$ cat src/design/bmwf_fifo.sv
// Two-entry register queue between the front and the back of the filter.
// Generic data width; depends on nothing else.
module bmwf_fifo #(
  parameter int unsigned DATA_W = 8
) (
  input  logic              clk_i,
  input  logic              rst_ni,
  input  logic              push_i,
  input  logic [DATA_W-1:0] push_data_i,
  output logic              full_o,
  output logic              pop_i_ready_o,
  input  logic              pop_i,
  output logic [DATA_W-1:0] pop_data_o
);

  logic [DATA_W-1:0] slot_q [2];
  logic              wr_ptr_q, wr_ptr_d;
  logic              rd_ptr_q, rd_ptr_d;
  logic [1:0]        count_q, count_d;

  assign full_o        = (count_q == 2'd2);
  assign pop_i_ready_o = (count_q != 2'd0);
  assign pop_data_o    = slot_q[rd_ptr_q];

  // Pointer and fill count updates.
  always_comb begin
    wr_ptr_d = wr_ptr_q;
    rd_ptr_d = rd_ptr_q;
    count_d  = count_q;
    if (push_i) begin
      wr_ptr_d = ~wr_ptr_q;
    end
    if (pop_i) begin
      rd_ptr_d = ~rd_ptr_q;
    end
    if (push_i && !pop_i) begin
      count_d = count_q + 2'd1;
    end else if (pop_i && !push_i) begin
      count_d = count_q - 2'd1;
    end
  end

  always_ff @(posedge clk_i or negedge rst_ni) begin
    if (!rst_ni) begin
      wr_ptr_q <= 1'b0;
      rd_ptr_q <= 1'b0;
      count_q  <= 2'd0;
    end else begin
      wr_ptr_q <= wr_ptr_d;
      rd_ptr_q <= rd_ptr_d;
      count_q  <= count_d;
    end
  end

  // Payload slots need no reset.
  always_ff @(posedge clk_i) begin
    if (push_i) begin
      slot_q[wr_ptr_q] <= push_data_i;
    end
  end

`ifndef SYNTHESIS
  a_no_pop_empty: assert property (@(posedge clk_i) disable iff (!rst_ni)
    pop_i |-> count_q != 2'd0)
    else $error("queue popped while empty");
  a_count_range: assert property (@(posedge clk_i) disable iff (!rst_ni)
    count_q != 2'd3)
    else $error("queue fill count out of range");
`endif

endmodule

$ cat config.mk
export PLATFORM = sky130hd
export DESIGN_NAME = bmwf_fifo
export DESIGN_NICKNAME = d
export VERILOG_FILES = /design/src/design/bmwf_fifo.sv
export SDC_FILE = /design/constraint.sdc
export NUM_CORES = 1
export LEC_CHECK = 0
export BUFFER_PORTS_ARGS = -buffer_cell sky130_fd_sc_hd__clkbuf_2
export CORE_MARGIN = 4
export CORE_UTILIZATION = 40
export DETAILED_ROUTE_END_ITERATION = 8
export PLACE_DENSITY = 0.71
export SLEW_MARGIN = 20
export SYNTH_ARGS = -nofsm -noshare
export SYNTH_HDL_FRONTEND = slang
export SYNTH_SLANG_ARGS = --single-unit
$ cat constraint.sdc
create_clock -name clk_i -period 1.3 [get_ports clk_i]
set_input_delay 0.13 -clock clk_i [delete_from_list [all_inputs] [get_ports clk_i]]
set_output_delay 0.13 -clock clk_i [all_outputs]
set_load 0.05 [all_outputs]
=== Yosys cells after proc, flatten, opt, wreduce, memory -nomap -nowiden ===
Memory sizes are Yosys's and may differ from the RTL's.
Index checks and enable logic that the tools add are counted.

* Add/subtract/negate cells: 2
* $mul: 0
* Divide/modulo/power cells: 0
* Order comparisons: 0
* Equal/unequal tests: 1
* Shift-type cells: 0
* Multiplexer cells: 4
* Bitwise operators: 2
* Reductions and logical operators: 6

{| class="wikitable"
|+ Operator list
! kind !! count
|-
| $mux W2 || 2
|-
| $reduce_bool A2 Y1 || 2
|-
| $add A2 B1 Y2 const B || 1
|-
| $eq A2 B2 Y1 const B || 1
|-
| $logic_and A1 B1 Y1 || 2
|-
| $logic_not A1 Y1 || 2
|-
| $mux W1 || 2
|-
| $not A1 Y1 || 2
|-
| $sub A2 B1 Y2 const B || 1
|}

* Register bits after elaboration: 4
* Latch bits: 0
* Memory bits (writable): 16
* Bits in read-only memories: 0
* Bits of input ports: 12
* Word-level logic and storage cells: 19
* Memories kept: 1

{| class="wikitable"
|+ Memory list
! name !! words !! width !! rd ports !! clocked after memory_dff !! write ports !! RTL line !! RTL
|-
| slot_q || 2 || 8 || 1 || 0 || 1 || 16 || <nowiki>logic [DATA_W-1:0] slot_q [2];</nowiki>
|}

=== Logic depth before layout (Yosys ltp) ===
* Depth in word-level cells: 4
* Gate-level depth with buffers: 5
* Depth with buffers taken out: 5

=== Worst setup path after synthesis ===
Ideal clock, no wire load.

* Path type: reg-to-reg
* Start point: register wr_ptr_q
* End point: memory slot_q[0][0], enable pin
* Library setup time: 373 ps
* Data arrival time: 789 ps
* Data required time: 927 ps
* Path slack: 138 ps
* Cell stages (with the launch flop): 2
* Clock period less this slack: 1162 ps
* Cells stage by stage: dfrtp_1 -> nor2b_1

{| class="wikitable"
|+ RTL lines
! item !! RTL line !! RTL
|-
| start: declaration || 17 || <nowiki>logic wr_ptr_q, wr_ptr_d;</nowiki>
|-
| start signal: assignment || 49 || <nowiki>wr_ptr_q <= wr_ptr_d;</nowiki>
|-
| end: declaration || 16 ||
|}

No word-level cell before the write port.

=== Worst setup path after layout ===
* Start point: register rd_ptr_q
* End point: output pop_data_o[5]

* Word-level cells in the longest chain between the ends: 1

{| class="wikitable"
|+ RTL lines
! item !! RTL line !! RTL
|-
| start: declaration || 18 || <nowiki>logic rd_ptr_q, rd_ptr_d;</nowiki>
|-
| start signal: assignment || 50 || <nowiki>rd_ptr_q <= rd_ptr_d;</nowiki>
|-
| $mem_v2 Z2 W8 || n/a ||
|-
| end: declaration || 13 || <nowiki>output logic [DATA_W-1:0] pop_data_o</nowiki>
|}

Every way passes these cells.

==> results.ini <==
[layout]
area_growth_pct=40.19
finish.net_count=85
finalCoreUtilization=0.6186
antenna-diode-count=0
post_route_cells_drive_above_1_share=0.5493

[synth]
ys_top_cells_by_count=edfxtp_1, mux2_4, dfrtp_1, xor2_1
synth-async-reset-ratio=0.2000
netlist.area_leader.share=0.5981
synth_enable_flop_cells=16
post_synth.cell_area_avg_sq_um=19.59
netlist.top_cell.by_area=edfxtp_1
synth-seq-area-share=0.7227
syn-num-nets=54
postSynthRegisterBits=20
synth_cells=41
post_synth_main_area_contributors=edfxtp_1, mux2_4, dfrtp_1, xor2_1, ha_1
ys.flop_type=edfxtp_1
synthMostInstantiatedCell=edfxtp_1
yosysWarnings=0
post_synth_num_cell_types=13
synth_area_sq_um=803.3

[placed_design]
numPortBuffers=21
gp_congestion=0.6940
dp_hpwl_um=920

[route]
ant_nets=0
first_pass_iters=2
wirelength_mm=1.353
via_count=432
routed_wire_length_per_instance_um=14.09
route.detailed.drc=0
vias_per_cell=4.500
drt-initial-drc-count=7

[run]
drv_cap=0

[pwr]
power_switching_share=0.3816
fraction_of_power_consumed_by_the_clock_network=0.103
internal_power_mw=1.747
power.density_nw_per_um2=2509
vdd_ir_drop_max_v=0.001305
leakagePower_nw=0.4827
seqPwrFrac=0.340
total_switching_power_mw=1.078
power.combinational.fraction=0.557

[sta]
timing.slew.headroom=0.7315
timing.fmax_ghz=0.6811
period_share=1.129
setup_failing_eps_final=8
post-route-min-period_ns=1.468
tns_ns=-1.196
timing_worst_slew_pin_value_ns=0.4027
timing.clock.skew_ns=0.004116
timing_max_transition_violations_final=0
grt_setup_unrepaired=true
final.setup.worst_slack_ns=-0.1683
hold_violations=0

[worst_setup_path]
worstPathMaxFanout=5
arrival_ns=1.34
reg2reg_setup_slack_ns=0.18
path_class=flip-flop to output port
startpoint_type=flip-flop
reg2regPathDepth=1
wp_data_required_ns=1.17
endpoint_kind=output port

[die]
chipWidth_um=52.81
initial_utilization=0.4412
chipHeight_um=52.81
core_area_sq_um=1821
std_cell_rows=15
dieArea_sq_um=2789
design.portCount=22

[clocking]
cts_tree=done
number_of_buffers_on_the_longest_clock_path=2
clock-root-buffer=clkbuf_4
clkSinkCount=20
cts_max_level=1
cts_buffers=3
clkTransAtPathRegs_ns=0.10
worst_skew_late_latency_ns=0.29

[grt]
grt_remaining_overflow=0
track_usage=0.1104
first_global_vias=443
grt_start_max_net_pins=12
grt_first_pass_wirelength_mm=2.118
number_of_antenna_violations_at_the_first_check_in_global_routing=0

[min_path]
timing.hold.worst.class=input pin to flip-flop
holdPathStages=1

[outcome]
violations_in_the_final_reports=setup timing
run_status=finished with violations

-- repair_timing --
action | CTS | global route
setup buffers | 3 | 1
resized for setup | 25 | 8
hold buffers | 1 | 0
hold endpoints to repair | 4 | 0
setup endpoints to repair | 10 | 10
-- cell usage in the layout (no fill, tap or decap), drive strengths merged --
cell / instances
inv: 1
or2: 1
dfrtp: 4
clkbuf: 18
and2b: 1
nor2: 1
buf: 12
xor2: 4
nor2b: 1
ha: 1
dlygate4sd3: 1
mux2: 8
edfxtp: 16
xnor2: 1
and2: 1
-- stage by stage --
step | hold WS (ns) | total power [mW] | cell area, sq um | std cells | setup WS, ns
floorplan | -0.1656 | 1.884 | 803.3 | 41 | 0.1383
global placement | -0.05712 | 2.045 | 935.9 | 87 | -0.04330
detailed placement | -0.05735 | 2.066 | 935.9 | 87 | -0.05360
CTS | 0.008588 | 2.732 | 1107 | 95 | -0.1647
global route | 0.0004286 | 2.933 | 1126 | 96 | -0.2056
finish | 0.02191 | 2.825 | 1126 | 96 | -0.1683
-- critical path: stages (launching register included) --
cell and delay (ns):
dfrtp_2 0.43, buf_6 0.14, mux2_4 0.30, clkbuf_16 0.17
-- cells by family after synthesis --
| group | after synthesis | synth area share |
|---|---|---|
| buffers and inverters | 2 | 0.01869 |
| XOR/XNOR | 5 | 0.05451 |
| AND/OR/NAND/NOR | 5 | 0.03895 |
| adder cells (fa/ha/maj) | 1 | 0.01557 |
| multiplexers | 8 | 0.1495 |
| flip-flops | 20 | 0.7227 |
-- sequential cells by signal, summed over array words and instances, names as in the netlist --
signal    count
count_q       2
rd_ptr_q      1
slot_q       16
wr_ptr_q      1
-- routing by layer --
layer  up-vias  global-route usage  part of all wire
li1        206                   -                 -
met1       214              0.1374              0.40
met2        12              0.1839              0.54
met3         0             0.02849             0.061
met4         0             0.03830                 0
met5         -                   0                 0
-- cell type report --
cell class,count,area (sq um)
sequential,20,581.8
inverter,1,3.754
clock buffer,4,26.28
timing repair buffer,27,275.3
tap,25,31.28
multi-input combinational,19,207.7
fill,146,694.4
-- path summary, 6_finish.rpt --
path | from | endpoint
setup / recovery | rd_ptr_q$_DFFE_PN0P_ | pop_data_o[5]
hold / removal | push_data_i[5] | slot_q[1][5]$_DFFE_PP_
setup reg to reg | wr_ptr_q$_DFFE_PN0P_ | slot_q[1][7]$_DFFE_PP_
hold reg to reg | count_q[1]$_DFFE_PN0P_ | count_q[1]$_DFFE_PN0P_
max in group asynchronous | rst_ni | rd_ptr_q$_DFFE_PN0P_
min in group asynchronous | rst_ni | count_q[0]$_DFFE_PN0P_
-- power groups by stage --
| stage | logic, mW | clock network [mW] | registers [mW] |
|---|---|---|---|
| 3_3_place_gp | 1.02 | 0 | 1.02 |
| 4_1_cts | 1.47 | 0.300 | 0.960 |
| 6_report | 1.57 | 0.291 | 0.960 |
| 2_1_floorplan | 0.942 | 0 | 0.942 |
| 5_1_grt | 1.63 | 0.324 | 0.979 |
| 3_5_place_dp | 1.04 | 0 | 1.03 |
No activity file was read; power rests on OpenSTA's default activity.
