[src/design/bmwf_pkg.sv]
// Package for the binary majority window filter.
// Holds the channel payload types, fixed field widths and the row counter helper.
// No dependencies.
package bmwf_pkg;

  // Fixed field widths of the channels and the configuration register.
  localparam int unsigned CFG_W     = 11;
  localparam int unsigned COL_OUT_W = 10;
  localparam int unsigned ROW_W     = 12;

  // Reset value of the image width register.
  localparam logic [CFG_W-1:0] WIDTH_RESET = 11'd640;

  // The row counter saturates at this value.
  localparam logic [ROW_W-1:0] ROW_TOP = 12'hFFF;

  // One input transaction: a pixel label and a frame start mark.
  typedef struct packed {
    logic label_bit;
    logic frame_start;
  } in_t;

  // One output transaction: majority decision and center coordinates.
  typedef struct packed {
    logic                 filtered_bit;
    logic [COL_OUT_W-1:0] center_column;
    logic [ROW_W-1:0]     center_row;
  } out_t;

  // Next row number, held at the top value once it is reached.
  function automatic logic [ROW_W-1:0] row_inc(input logic [ROW_W-1:0] row);
    logic [ROW_W-1:0] res;
    if (row == ROW_TOP) begin
      res = row;
    end else begin
      res = row + ROW_W'(1);
    end
    return res;
  endfunction

endpackage

[src/design/bmwf_back.sv]
// Back of the majority filter: sliding window of column counts and the vote.
// Drains the queue and drives the output register. Uses bmwf_pkg.
module bmwf_back #(
  parameter int unsigned WINDOW_SIZE = 5,
  parameter int unsigned CNT_W       = $clog2(WINDOW_SIZE + 1),
  parameter int unsigned ENTRY_W     = 1 + CNT_W + bmwf_pkg::COL_OUT_W + bmwf_pkg::ROW_W
) (
  input  logic                clk_i,
  input  logic                rst_ni,
  input  logic                q_valid_i,
  input  logic [ENTRY_W-1:0]  q_data_i,
  output logic                pop_o,
  output logic                out_valid_o,
  input  logic                out_stall_i,
  output bmwf_pkg::out_t      out_data_o
);

  localparam int unsigned SUM_W  = $clog2(WINDOW_SIZE * WINDOW_SIZE + 1);
  localparam int unsigned THRESH = (WINDOW_SIZE * WINDOW_SIZE) / 2;
  localparam int unsigned HIST   = WINDOW_SIZE - 1;

  logic [CNT_W-1:0]               cnt_q [HIST];
  logic                           out_valid_q;
  bmwf_pkg::out_t                 out_q;

  logic                           head_emit;
  logic [CNT_W-1:0]               head_cnt;
  logic [bmwf_pkg::COL_OUT_W-1:0] head_col;
  logic [bmwf_pkg::ROW_W-1:0]     head_row;
  logic                           out_free;
  logic                           load_out;
  logic [SUM_W-1:0]               win_sum;

  assign {head_emit, head_cnt, head_col, head_row} = q_data_i;

  // A pixel without a result drains even while the output is held.
  assign out_free = !out_valid_q || !out_stall_i;
  assign pop_o    = q_valid_i && (!head_emit || out_free);
  assign load_out = pop_o && head_emit;

  // Window count: the previous column counts plus the new one.
  always_comb begin
    win_sum = SUM_W'(head_cnt);
    for (int k = 0; k < HIST; k++) begin
      win_sum = win_sum + SUM_W'(cnt_q[k]);
    end
  end

  always_ff @(posedge clk_i or negedge rst_ni) begin
    if (!rst_ni) begin
      for (int k = 0; k < HIST; k++) begin
        cnt_q[k] <= '0;
      end
      out_valid_q <= 1'b0;
    end else begin
      if (pop_o) begin
        for (int k = 0; k < HIST - 1; k++) begin
          cnt_q[k] <= cnt_q[k+1];
        end
        cnt_q[HIST-1] <= head_cnt;
      end
      if (load_out) begin
        out_valid_q <= 1'b1;
      end else if (!out_stall_i) begin
        out_valid_q <= 1'b0;
      end
    end
  end

  // Output payload: majority vote and center coordinates.
  always_ff @(posedge clk_i) begin
    if (load_out) begin
      out_q.filtered_bit  <= (win_sum > SUM_W'(THRESH));
      out_q.center_column <= head_col;
      out_q.center_row    <= head_row;
    end
  end

  assign out_valid_o = out_valid_q;
  assign out_data_o  = out_q;

`ifndef SYNTHESIS
  a_sum_range: assert property (@(posedge clk_i) disable iff (!rst_ni)
    load_out |-> win_sum <= SUM_W'(WINDOW_SIZE * WINDOW_SIZE))
    else $error("window count exceeds the window area");
  a_no_overwrite: assert property (@(posedge clk_i) disable iff (!rst_ni)
    out_valid_q && out_stall_i |-> !load_out)
    else $error("held output transaction overwritten");
`endif

endmodule
[config.mk]
export PLATFORM = sky130hd
export DESIGN_NAME = bmwf_back
export DESIGN_NICKNAME = d
export VERILOG_FILES = /design/src/design/bmwf_pkg.sv /design/src/design/bmwf_back.sv
export SDC_FILE = /design/constraint.sdc
export NUM_CORES = 1
export LEC_CHECK = 0
export ABC_AREA = 1
export BUFFER_PORTS_ARGS = -buffer_cell sky130_fd_sc_hd__buf_2
export CORE_MARGIN = 8
export CORE_UTILIZATION = 44
export CTS_CLUSTER_DIAMETER = 80
export DETAILED_ROUTE_END_ITERATION = 12
export PLACE_DENSITY = 0.73
export SLEW_MARGIN = 20
export SYNTH_ARGS = -nofsm -noshare
export SYNTH_HDL_FRONTEND = slang
export SYNTH_SLANG_ARGS = --single-unit
[constraint.sdc]
create_clock -name clk_i -period 2.8 [get_ports clk_i]
set_input_delay 0.56 -clock clk_i [delete_from_list [all_inputs] [get_ports clk_i]]
set_output_delay 0.56 -clock clk_i [all_outputs]
set_load 0.01 [all_outputs]
Word-level counts from Yosys, hierarchy flattened

Index checks and enable logic that the tools add are counted.
Widths: inputs -> output; s select.

Output and inout bits: 25
Word-level logic and storage cells: 23
Bits of input ports: 30
Register bits: 36

Reductions and logical operators: 7
Equal/unequal tests: 1
$lt $le $gt $ge: 1
Add/sub/neg operators: 4
Mux-type cells: 2

Operators with widths:

| operator           | number |
|---|---|
| $add 5x3->5        | 2 |
| $add 4x3->5        | 1 |
| $gt 5x4->1 const B | 1 |
| $add 3x3->4        | 1 |
| $logic_not 1->1    | 3 |
| $logic_and 1x1->1  | 2 |
| $logic_or 1x1->1   | 2 |
| $mux 1             | 2 |
| $ne 2x1->1 const B | 1 |

Logic depth before layout (Yosys ltp)

Gate-level depths: netlist of run 1.

Depth in word-level cells: 6
Mapped depth: 13
Mapped depth without buffers: 13

Worst setup path before layout of run 1

Ideal clock, no wire load.

Kind: input to register
Start: input q_data_i[23]
End: register out_q (netlist bit out_data_o[22]), data pin
Arrival: 3.002 ns
Required time: 2.541 ns
Stages: 11
Slack: -0.461 ns
Path buffers: 0
Setup time: 0.259 ns
Path through: inv_1 > fa_1 > fa_1 > fa_1 > inv_1 > ha_1 > fa_1 > inv_1 > nor2_1 > nand2_1 > nand3_1

Longest elaborated chain between the ends: 5

RTL lines:

| item                      | RTL line        | text |
|---|---|---|
| start, declared           | bmwf_back.sv:11 | `input logic [ENTRY_W-1:0] q_data_i,` |
| $add 3x3->4               | bmwf_back.sv:45 | `win_sum = win_sum + SUM_W'(cnt_q[k]);` |
| $add 4x3->5               | bmwf_back.sv:45 |  |
| $add 5x3->5 (2 in series) | bmwf_back.sv:45 |  |
| $gt 5x4->1                | bmwf_back.sv:73 | `out_q.filtered_bit <= (win_sum > SUM_W'(THRESH));` |
| end, declared             | bmwf_back.sv:24 | `bmwf_pkg::out_t out_q;` |

No other way between the ends.
A chain may end at the register's enable or synchronous reset.

Final worst setup path of run 1

Start: register cnt_q[1] (netlist bit)
End: register out_q (netlist bit out_data_o[22]), data pin

Longest elaborated chain between the ends: 2

RTL lines:

| item                            | RTL line        | text |
|---|---|---|
| start, declared                 | bmwf_back.sv:22 | `logic [CNT_W-1:0] cnt_q [HIST];` |
| start signal, assigned by index | bmwf_back.sv:58 | `cnt_q[k] <= cnt_q[k+1];` |
| start signal, assigned by index | bmwf_back.sv:60 | `cnt_q[HIST-1] <= head_cnt;` |
| $add 5x3->5                     | bmwf_back.sv:45 |  |
| $gt 5x4->1                      | bmwf_back.sv:73 |  |

No other way between the ends.

==> results of run 1 <==
-- layer usage --
layer / vias to the layer above / wire (um)
met5: - / 0
met4: 0 / 47
met3: 5 / 325
met2: 47 / 1490
met1: 490 / 1330
li1: 532 / -
-- flip-flops by register name, indices dropped and copies added (netlist names) --
| register | count |
|---|---|
| out_data_o | 23 |
| cnt_q | 12 |
| out_valid_o | 1 |
-- cell families (layout without fill, tap and decap cells) --
family | count (synthesis) | count (layout)
AND/OR/NAND/NOR | 41 | 41
flip-flops | 36 | 36
buffers and inverters | 28 | 96
adder cells (fa/ha/maj) | 14 | 14
AO/OA/AOI/OAI | 8 | 8
-- where the power goes --
group          internal [W]  total [W]  switching [W]
Clock              0.000210   0.000370       0.000160
Sequential         0.000624   0.000647      0.0000235
Combinational      0.000215   0.000492       0.000277
-- Yosys cell counts --
| cell | number |
|---|---|
| sky130_fd_sc_hd__inv_1 | 25 |
| sky130_fd_sc_hd__inv_6 | 1 |
| sky130_fd_sc_hd__nand3_1 | 5 |
| sky130_fd_sc_hd__ha_1 | 6 |
| sky130_fd_sc_hd__edfxtp_1 | 23 |
| sky130_fd_sc_hd__a21oi_1 | 1 |
| sky130_fd_sc_hd__o21ai_0 | 7 |
| sky130_fd_sc_hd__dfrtp_1 | 13 |
| sky130_fd_sc_hd__nand2_1 | 30 |
| sky130_fd_sc_hd__buf_6 | 1 |
| sky130_fd_sc_hd__nor2_1 | 3 |
| sky130_fd_sc_hd__clkbuf_8 | 1 |
| sky130_fd_sc_hd__fa_1 | 8 |
| sky130_fd_sc_hd__nand2_2 | 3 |
-- layout make-up --
class | instances | area (sq um) | share of cell area
Clock inverter | 2 | 33.8 | 0.0164
Tap cell | 48 | 60.1 | 0.0292
Clock buffer | 6 | 51.3 | 0.0249
Timing Repair Buffer | 62 | 330 | 0.160
Inverter | 26 | 110 | 0.0535
Multi-Input combinational cell | 63 | 458 | 0.222
Sequential cell | 36 | 1020 | 0.493
-- critical path: stages, from the launching register on --
cell and delay, ns:
sky130_fd_sc_hd__dfrtp_1 0.37, sky130_fd_sc_hd__inv_2 0.05, sky130_fd_sc_hd__fa_1 0.53, sky130_fd_sc_hd__fa_1 0.43, sky130_fd_sc_hd__fa_1 0.51, sky130_fd_sc_hd__inv_2 0.05
sky130_fd_sc_hd__ha_4 0.15, sky130_fd_sc_hd__fa_2 0.55, sky130_fd_sc_hd__inv_1 0.04, sky130_fd_sc_hd__nor2_1 0.09, sky130_fd_sc_hd__nand2_1 0.06, sky130_fd_sc_hd__nand3_1 0.06
-- worst max path at each step --
| stage | start | endpoint | slack, ns | cells past startpoint |
|---|---|---|---|---|
| 5_1_grt | cnt_q[1] | out_data_o[22] | -0.29 | 11 |
| 4_1_cts | cnt_q[2] | out_data_o[22] | -0.23 | 12 |
| 2_1_floorplan | q_data_i[23] | out_data_o[22] | -0.28 | 11 |
| 3_3_place_gp | q_data_i[23] | out_data_o[22] | -0.46 | 12 |
| 3_5_place_dp | q_data_i[23] | out_data_o[22] | -0.52 | 12 |
| 6_report | cnt_q[1] | out_data_o[22] | -0.21 | 11 |
-- placed cells by master, fill, tap and decap left out, types with 3 or more instances in the layout --
master	count
sky130_fd_sc_hd__clkbuf_4	5
sky130_fd_sc_hd__ha_1	5
sky130_fd_sc_hd__buf_2	54
sky130_fd_sc_hd__dfrtp_1	13
sky130_fd_sc_hd__fa_1	7
sky130_fd_sc_hd__nand2_1	30
sky130_fd_sc_hd__inv_2	7
sky130_fd_sc_hd__inv_1	17
sky130_fd_sc_hd__o21ai_0	7
sky130_fd_sc_hd__edfxtp_1	23
sky130_fd_sc_hd__nand3_1	5
sky130_fd_sc_hd__buf_4	8
sky130_fd_sc_hd__nand2_2	3
sky130_fd_sc_hd__nor2_1	3
-- stage by stage --
stage               setup TNS (ns)  area (sq um)   util
finish                      -0.212          2060  0.580
global placement            -0.455          1940  0.546
detailed placement          -0.524          1940  0.546
CTS                         -0.234          2040  0.575
floorplan                   -0.275          1600      -
global route                -0.292          2060  0.580
-- repair_timing --
| action | in CTS | in global routing |
|---|---|---|
| endpoints found under the setup margin | 1 | 1 |
| gates resized for setup | 6 | 2 |
| pin swaps | 7 | 7 |
| hold buffers | 0 | 0 |
| setup buffers | 2 | 1 |
==> run summary, run 1 <==
- **end of the worst register-to-register path** out_data_o[22]
- **Cell variety after synth** 14
- **clock tree buffer depth** 2
- **result of the run** finished with violations
- **startpoint of the lowest-slack register-to-register path** cnt_q[1]
- **GRT busiest layer** met2
- **kind of start point of the critical path** flip-flop
- **count of final hold-check violations** 0
- **fraction of layout instances using a drive strength above 1** 0.426
- **Num Clock Sinks** 36
- **met1 GRT Util** 0.131
- **timing-limited maximum frequency** 332 MHz
- **fraction of the yosys area taken by sequential cells** 0.640
- **number of buffers added by the clock tree synthesis step** 5
- **initial core utilization** 0.447
- **Register-to-Register Setup Slack** -0.21 ns
- **# nets final** 238
- **combined area of all synthesized cells** 1590 sq um
- **Data required, critical path** 3.00 ns
- **area fraction in and, or, nand and nor cells after synthesis** 0.106
- **routed vias/inst** 4.42
- **relative max-transition margin** 0.752
- **grt met2 use** 0.187
- **overall global routing resource usage** 0.118
- **Fin Clk Skew** 0.00858 ns
- **TritonCTS clock tree** built
- **growth of design area from synthesis to finish** 29.8%
- **Syn. warnings** 0
- **critical path class** reg2reg
- **mean instance size in the synthesized netlist** 12.5 sq um
- **CTS clock-pin slew for the worst setup and hold paths** 0.10 ns
- **global-route wire length before repair** 5420 um
- **post-synthesis compound-gate area fraction** 0.0252
- **Final Worst Setup Slack** -0.212 ns
- **placer congestion estimate** 0.782
- **number of placed instances with taps included** 232
- **total power divided by cell area** 733 nW/um^2
- **Port-buffer cells** 54
- **fillcell total** 304
- **reported leakage power** 1.01 nW
- **1st-iter DRT viols** 80
- **pin count of the biggest net entering global routing** 24
- **Max Transition Viols Final** 0
- **clock network latency to the later pin of the worst-skew pair** 0.33 ns
- **top cells by area, synth** sky130_fd_sc_hd__edfxtp_1 44%, sky130_fd_sc_hd__dfrtp_1 21%, sky130_fd_sc_hd__fa_1 10%
- **wire length per cell after detailed routing** 13.2 um
- **Worst setup EP type** flip-flop
- **violations in the final reports** negative setup slack
- **RSZ-0062 raised after global routing** true
- **final cell count without fillers** 243
- **number of cells produced by synthesis** 127
- **overall via count from detail_route** 1,074
- **estimated wirelength of the detail-placed design** 2620 um
- **number of global-route vias before repair** 1,139
- **initial antenna violation count** 0
- **final period utilization** 1.08
- **Root Driver** sky130_fd_sc_hd__clkbuf_4
- **die area** 5780 sq um
- **Max IR drop VDD** 0.324 mV
- **Worst Reg2Reg Path Length in Cells** 11
- **H-tree lvl count** 2
- **highest fanout seen on the critical path** 2
- **met3 track demand over resource in global routing** 0.0637
- **MaxCap Viol Count** 0
- **drt pass-1 iters** 4
- **number of remaining DRC errors** 0
- **hold slack** 0.0880 ns
- **post-layout power** 0.00151 W
- **fin crit period** 3.01 ns
- **I/O pin count** 55
- **Die X-Extent** 76.0 um
- **cell type with the highest aggregate area in the netlist** sky130_fd_sc_hd__edfxtp_1
- **total congestion overflow after global routing** 0
- **Setup Viol. Count Final** 1
- **top-area cell type share of the netlist area** 0.435
- **xor and xnor area share after synthesis** 0
- **CORE AREA** 3550 sq um
- **multiplexer share of the synthesized area** 0
- **routed wire length** 3200 um
- **type of the tightest min-delay check** in2async
- **combinational family with the most area after synthesis** adder cells
- **post-synth net total** 171
- **pre-CTS WS** -0.524 ns
- **Seq cells post-synth** 36
- **diodes inserted** 0
- **Worst Tran Pin Value** 0.370 ns
- **height of the die** 76.0 um
- **Rows** 22
- **residual antenna-violating net count after detailed routing** 0
- **arrival time worst endpoint** 3.21 ns
- **arithmetic-cell share of the synthesized area counting full adders, half adders and majority gates** 0.148
No activity file was read; power rests on OpenSTA's default activity.
==> run 2, diff against run 1 <==
--- a/config.mk
+++ b/config.mk
@@ -10,4 +10,5 @@
 export CORE_MARGIN = 8
 export CORE_UTILIZATION = 44
+export CTS_BUF_LIST = sky130_fd_sc_hd__clkbuf_16
 export CTS_CLUSTER_DIAMETER = 80
 export DETAILED_ROUTE_END_ITERATION = 12
==> constraint.sdc (replaced) <==
create_clock -name clk_i -period 2.8 [get_ports clk_i]
set_input_delay 0.56 -clock clk_i [delete_from_list [all_inputs] [get_ports clk_i]]
set_output_delay 0.56 -clock clk_i [all_outputs]
set_load 0.005 [all_outputs]
==> run summary, run 2 (synthesis gave the netlist of run 1 again) <==
- **CP startpoint** cnt_q[4], was cnt_q[1]
- **Port-buffer cells** 54, unchanged
- **clock network latency to the later pin of the worst-skew pair** 0.27 ns, was 0.33 ns
- **reported leakage power** 1.03 nW, was 1.01 nW
- **violations in the final reports** negative setup slack, unchanged
- **wire length per cell after detailed routing** 13.5 um, was 13.2 um
- **routed wire length** 3260 um, was 3200 um
- **H-tree lvl count** 2, unchanged
- **TritonCTS clock tree** built, unchanged
- **critical path class** reg2reg, unchanged
- **arrival time worst endpoint** 3.18 ns, was 3.21 ns
- **fin crit period** 3.04 ns, was 3.01 ns
- **Post-CTS Hold Buffers** 0, unchanged
- **timing-limited maximum frequency** 329 MHz, was 332 MHz
- **1st-iter DRT viols** 68, was 80
- **routed vias/inst** 4.47, was 4.42
- **drt pass-1 iters** 6, was 4
- **highest fanout seen on the critical path** 2, unchanged
- **Final Worst Setup Slack** -0.237 ns, was -0.212 ns
- **Num Clock Sinks** 36, unchanged
- **Die X-Extent** 76.0 um, unchanged
- **hold slack** 0.161 ns, was 0.0880 ns
- **Worst setup EP type** flip-flop, unchanged
- **residual antenna-violating net count after detailed routing** 0, unchanged
- **Rows** 22, unchanged
- **post-layout power** 0.00174 W, was 0.00151 W
- **leading cell types in the layout, fill and taps excluded** 53 x sky130_fd_sc_hd__buf_2, 30 x sky130_fd_sc_hd__nand2_1, 23 x sky130_fd_sc_hd__edfxtp_1, was 54 x sky130_fd_sc_hd__buf_2, 30 x sky130_fd_sc_hd__nand2_1, 23 x sky130_fd_sc_hd__edfxtp_1
- **number of placed instances with taps included** 232, unchanged
- **pin count of the biggest net entering global routing** 24, unchanged
- **fraction of layout instances using a drive strength above 1** 0.420, was 0.426
- **RSZ-0062 raised after global routing** true, unchanged
- **initial core utilization** 0.447, unchanged
- **die area** 5780 sq um, unchanged
- **overall global routing resource usage** 0.116, was 0.118
- **I/O pin count** 55, unchanged
- **initial antenna violation count** 0, unchanged
- **final period utilization** 1.08, about the same
- **placer congestion estimate** 0.782, unchanged
- **count of final hold-check violations** 0, unchanged
- **total congestion overflow after global routing** 0, unchanged
- **Root Driver** sky130_fd_sc_hd__clkbuf_16, was sky130_fd_sc_hd__clkbuf_4
- **Data required, critical path** 2.94 ns, was 3.00 ns
- **growth of design area from synthesis to finish** 34.4%, was 29.8%
- **clock tree buffer depth** 2, unchanged
- **height of the die** 76.0 um, unchanged
- **CTS clock-pin slew for the worst setup and hold paths** 0.05 ns, was 0.10 ns
- **total power divided by cell area** 814 nW/um^2, was 733 nW/um^2
- **number of remaining DRC errors** 0, unchanged
- **type of the tightest min-delay check** in2async, unchanged
- **most common cell after layout, fill and taps aside** sky130_fd_sc_hd__buf_2, unchanged
- **MaxCap Viol Count** 0, unchanged
- **global-route wire length before repair** 5380 um, was 5420 um
- **# nets final** 236, was 238
- **final core area utilization** 0.600, was 0.580
- **estimated wirelength of the detail-placed design** 2620 um, unchanged
- **kind of start point of the critical path** flip-flop, unchanged
- **overall via count from detail_route** 1,078, was 1,074
- **number of buffers added by the clock tree synthesis step** 5, unchanged
- **Worst Tran Pin Value** 0.380 ns, was 0.370 ns
- **final cell count without fillers** 241, was 243
- **CORE AREA** 3550 sq um, unchanged
- **startpoint of the lowest-slack register-to-register path** cnt_q[4], was cnt_q[1]
- **Fin Clk Skew** 0.00347 ns, was 0.00858 ns
- **result of the run** finished with violations, unchanged
- **max reg flops** 23, unchanged
- **Max Transition Viols Final** 0, unchanged
- **relative max-transition margin** 0.746, was 0.752
- **diodes inserted** 0, unchanged
- **Max IR drop VDD** 0.410 mV, was 0.324 mV
- **number of global-route vias before repair** 1,138, was 1,139
- **Setup Viol. Count Final** 1, unchanged
==> run 2: cell count changes in the layout (fill, tap and decap cells not counted), sizes merged <==
cell and change:
clkbuf -1, buf -2, clkinv +1
==> run 2: stage by stage <==
stage | instance area, sq um | setup WS (ns) | setup TNS, ns
after global placement | 1940 | -0.455 | -0.455
after CTS | 2110 | -0.246 | -0.246
after global routing | 2130 | -0.310 | -0.310
after floorplan | 1600 | -0.275 | -0.275
after detailed placement | 1940 | -0.524 | -0.524
final | 2130 | -0.237 | -0.237
==> run 2: critical path, stage by stage (launching register included) <==
cell,delay (ns)
sky130_fd_sc_hd__dfrtp_1,0.36
sky130_fd_sc_hd__inv_2,0.05
sky130_fd_sc_hd__fa_1,0.57
sky130_fd_sc_hd__fa_1,0.44
sky130_fd_sc_hd__fa_1,0.51
sky130_fd_sc_hd__inv_2,0.05
sky130_fd_sc_hd__ha_4,0.15
sky130_fd_sc_hd__fa_2,0.55
sky130_fd_sc_hd__inv_1,0.04
sky130_fd_sc_hd__nor2_1,0.08
sky130_fd_sc_hd__nand2_1,0.06
sky130_fd_sc_hd__nand3_1,0.06
==> run 2: power by group <==
part	leakage [nW]	internal, W	switching (W)
Sequential	0.379	0.000626	0.0000241
Clock	0.0789	0.000413	0.000189
Combinational	0.576	0.000212	0.000273
==> run 2: cell type report <==
type / count / area, sq um
flip-flops and latches: 36 / 1020
repair buffers: 60 / 325
inverters: 26 / 110
clock buffers: 5 / 125
clock inverters: 3 / 37.5
well taps: 48 / 60.1
fillers: 291 / 1420
multi-input cells: 63 / 458
==> run 2: metal layers <==
metal,global-route usage,up-vias,share of wire
met3,0.0531,6,0.10
met1,0.126,492,0.41
met4,0.0412,0,0.014
met5,0,-,0
li1,-,529,-
met2,0.193,51,0.48
==> run 2: timing repair <==
item / in CTS / in global routing
setup endpoints to repair: 1 / 1
buffers inserted: 0 / 1
pin swaps: 6 / 9
gates resized for setup: 6 / 6
==> run 2: final timing paths <==
kind	endpoint	slack, ns	cells after the start
min	cnt_q[1]	0.16	1
max reg2reg	out_data_o[22]	-0.24	11
max in group asynchronous	cnt_q[11]	2.41	1
min reg2reg	cnt_q[11]	0.48	2
min in group clk_i	out_data_o[11]	0.46	1
max	out_data_o[22]	-0.24	11
==> run 3, diff against run 2 <==
Settings changed: CORE_ASPECT_RATIO from default to 1.1, CORE_MARGIN 8 to 5, PLACE_DENSITY 0.73 to 0.77.
==> run summary, run 3 (synthesis gave the netlist of run 1 again) <==
- **Register-to-Register Setup Slack** -0.22 ns, was -0.24 ns
- **Worst Tran Pin Value** 0.376 ns, was 0.380 ns
- **initial antenna violation count** 0, unchanged
- **overall global routing resource usage** 0.130, was 0.116
- **total congestion overflow after global routing** 0, unchanged
- **Max IR drop VDD** 0.387 mV, was 0.410 mV
- **result of the run** finished with violations, unchanged
- **Num Clock Sinks** 36, unchanged
- **fraction of layout instances using a drive strength above 1** 0.436, was 0.420
- **highest fanout seen on the critical path** 2, unchanged
- **fillcell total** 294, was 291
- **CORE AREA** 3410 sq um, was 3550 sq um
- **initial core utilization** 0.465, was 0.447
- **routed wire length** 3030 um, was 3260 um
- **MaxCap Viol Count** 0, unchanged
- **Switching Fraction** 0.283, was 0.280
- **Worst setup EP type** flip-flop, unchanged
- **overall via count from detail_route** 1,068, was 1,078
- **Psw** 0.000499 W, was 0.000486 W
- **hold slack** 0.169 ns, was 0.161 ns
- **global-route wire length before repair** 4600 um, was 5380 um
- **number of global-route vias before repair** 1,071, was 1,138
- **type of the tightest min-delay check** in2async, unchanged
- **pin count of the biggest net entering global routing** 24, unchanged
- **timing-limited maximum frequency** 331 MHz, was 329 MHz
- **logic gate share of total power** 0.285, was 0.279
- **Register Area** 1020 sq um, unchanged
- **multi-input logic area** 450 sq um, was 458 sq um
- **kind of start point of the critical path** flip-flop, unchanged
- **drt pass-1 iters** 4, was 6
- **H-tree lvl count** 2, unchanged
- **part of the total power dissipated in the clock network** 0.346, was 0.347
- **diodes inserted** 0, unchanged
- **Die X-Extent** 67.3 um, was 76.0 um
- **estimated wirelength of the detail-placed design** 2330 um, was 2620 um
- **routed vias/inst** 4.40, was 4.47
- **number of placed instances with taps included** 233, was 232
- **Setup Viol. Count Final** 1, unchanged
- **total power divided by cell area** 820 nW/um^2, was 814 nW/um^2
- **Max Transition Viols Final** 0, unchanged
- **violations in the final reports** negative setup slack, unchanged
- **Root Driver** sky130_fd_sc_hd__clkbuf_16, unchanged
- **1st-iter DRT viols** 63, was 68
- **leading cell types in the layout, fill and taps excluded** 52 x sky130_fd_sc_hd__buf_2, 30 x sky130_fd_sc_hd__nand2_1, 23 x sky130_fd_sc_hd__edfxtp_1, was 53 x sky130_fd_sc_hd__buf_2, 30 x sky130_fd_sc_hd__nand2_1, 23 x sky130_fd_sc_hd__edfxtp_1
- **number of buffers added by the clock tree synthesis step** 5, unchanged
- **wire length per cell after detailed routing** 12.5 um, was 13.5 um
- **Rows** 22, unchanged
- **clock network latency to the later pin of the worst-skew pair** 0.27 ns, about the same
- **relative max-transition margin** 0.748, was 0.746
- **sequential share of power** 0.369, was 0.374
- **residual antenna-violating net count after detailed routing** 0, unchanged
- **height of the die** 73.0 um, was 76.0 um
- **Int Power** 0.00127 W, was 0.00125 W
- **growth of design area from synthesis to finish** 35.7%, was 34.4%
- **critical path class** reg2reg, unchanged
- **placer congestion estimate** 0.755, was 0.782
- **Post-CTS Hold Buffers** 0, unchanged
- **RSZ-0062 raised after global routing** true, unchanged
- **Final Worst Setup Slack** -0.220 ns, was -0.237 ns
- **pre-CTS WS** -0.511 ns, was -0.524 ns
- **Fin Setup TNS** -0.220 ns, was -0.237 ns
- **most common cell after layout, fill and taps aside** sky130_fd_sc_hd__buf_2, unchanged
- **CTS clock-pin slew for the worst setup and hold paths** 0.05 ns, about the same
- **number of remaining DRC errors** 0, unchanged
- **Data required, critical path** 2.82 ns, was 2.94 ns
- **post-layout power** 0.00177 W, was 0.00174 W
- **reported leakage power** 1.05 nW, was 1.03 nW
- **max reg flops** 23, unchanged
- **final cell count without fillers** 243, was 241
- **arrival time worst endpoint** 3.04 ns, was 3.18 ns
- **final period utilization** 1.08, about the same
- **Fin Clk Skew** 0.00496 ns, was 0.00347 ns
- **fin crit period** 3.02 ns, was 3.04 ns
- **Port-buffer cells** 54, unchanged
- **clock tree buffer depth** 2, unchanged
- **die area** 4910 sq um, was 5780 sq um
- **Worst Reg2Reg Path Length in Cells** 11, unchanged
- **count of final hold-check violations** 0, unchanged
- **# nets final** 238, was 236
- **I/O pin count** 55, unchanged
- **TritonCTS clock tree** built, unchanged
-- run 3: worst paths after layout --
path / from / to
worst max-delay path: cnt_q[4] / out_data_o[22]
worst min-delay path: rst_ni / cnt_q[3]
worst max register to register: cnt_q[4] / out_data_o[22]
worst min register to register: cnt_q[11] / cnt_q[11]
max in group asynchronous: rst_ni / cnt_q[8]
min in group clk_i: q_data_i[4] / out_data_o[4]
-- run 3: area by class of cell --
cell class	instances	area share
clock buffers	5	0.0581
clock inverters	3	0.0198
inverters	26	0.0523
multi-input cells	63	0.209
flip-flops and latches	36	0.472
well taps	48	0.0279
repair buffers	62	0.161
-- run 3: power by group through the flow --
stage	Clock [W]	Combinational (W)	Sequential (W)
finish	0.000612	0.000503	0.000651
global route	0.000663	0.000592	0.000657
CTS	0.000627	0.000496	0.000652
detailed placement	0	0.000452	0.000661
global placement	0	0.000421	0.000659
floorplan	0	0.000310	0.000658
-- run 3: metrics by stage --
step | cell area [sq um] | util
after global routing | 2150 | 0.631
final | 2150 | 0.631
after CTS | 2150 | 0.630
after global placement | 1950 | 0.570
after detailed placement | 1950 | 0.570
after floorplan | 1600 | -
-- run 3: metal layers --
layer	wire length, um	track usage
met3	319	0.0524
met2	1550	0.237
met5	0	0
met1	1140	0.129
met4	19	0.0541
-- run 3: worst max-delay path, stage by stage, from the launching register on --
cell,delay (ns)
sky130_fd_sc_hd__dfrtp_1,0.37
sky130_fd_sc_hd__inv_2,0.05
sky130_fd_sc_hd__fa_1,0.55
sky130_fd_sc_hd__fa_1,0.44
sky130_fd_sc_hd__fa_1,0.45
sky130_fd_sc_hd__inv_1,0.08
sky130_fd_sc_hd__ha_2,0.18
sky130_fd_sc_hd__fa_2,0.44
sky130_fd_sc_hd__inv_2,0.06
sky130_fd_sc_hd__nor2_2,0.03
sky130_fd_sc_hd__nand2_1,0.06
sky130_fd_sc_hd__nand3_1,0.06
-- run 3: timing repair --
item	CTS	global route
pin swaps	9	6
setup buffers	2	0
resized for setup	10	3
endpoints found under the setup margin	1	1
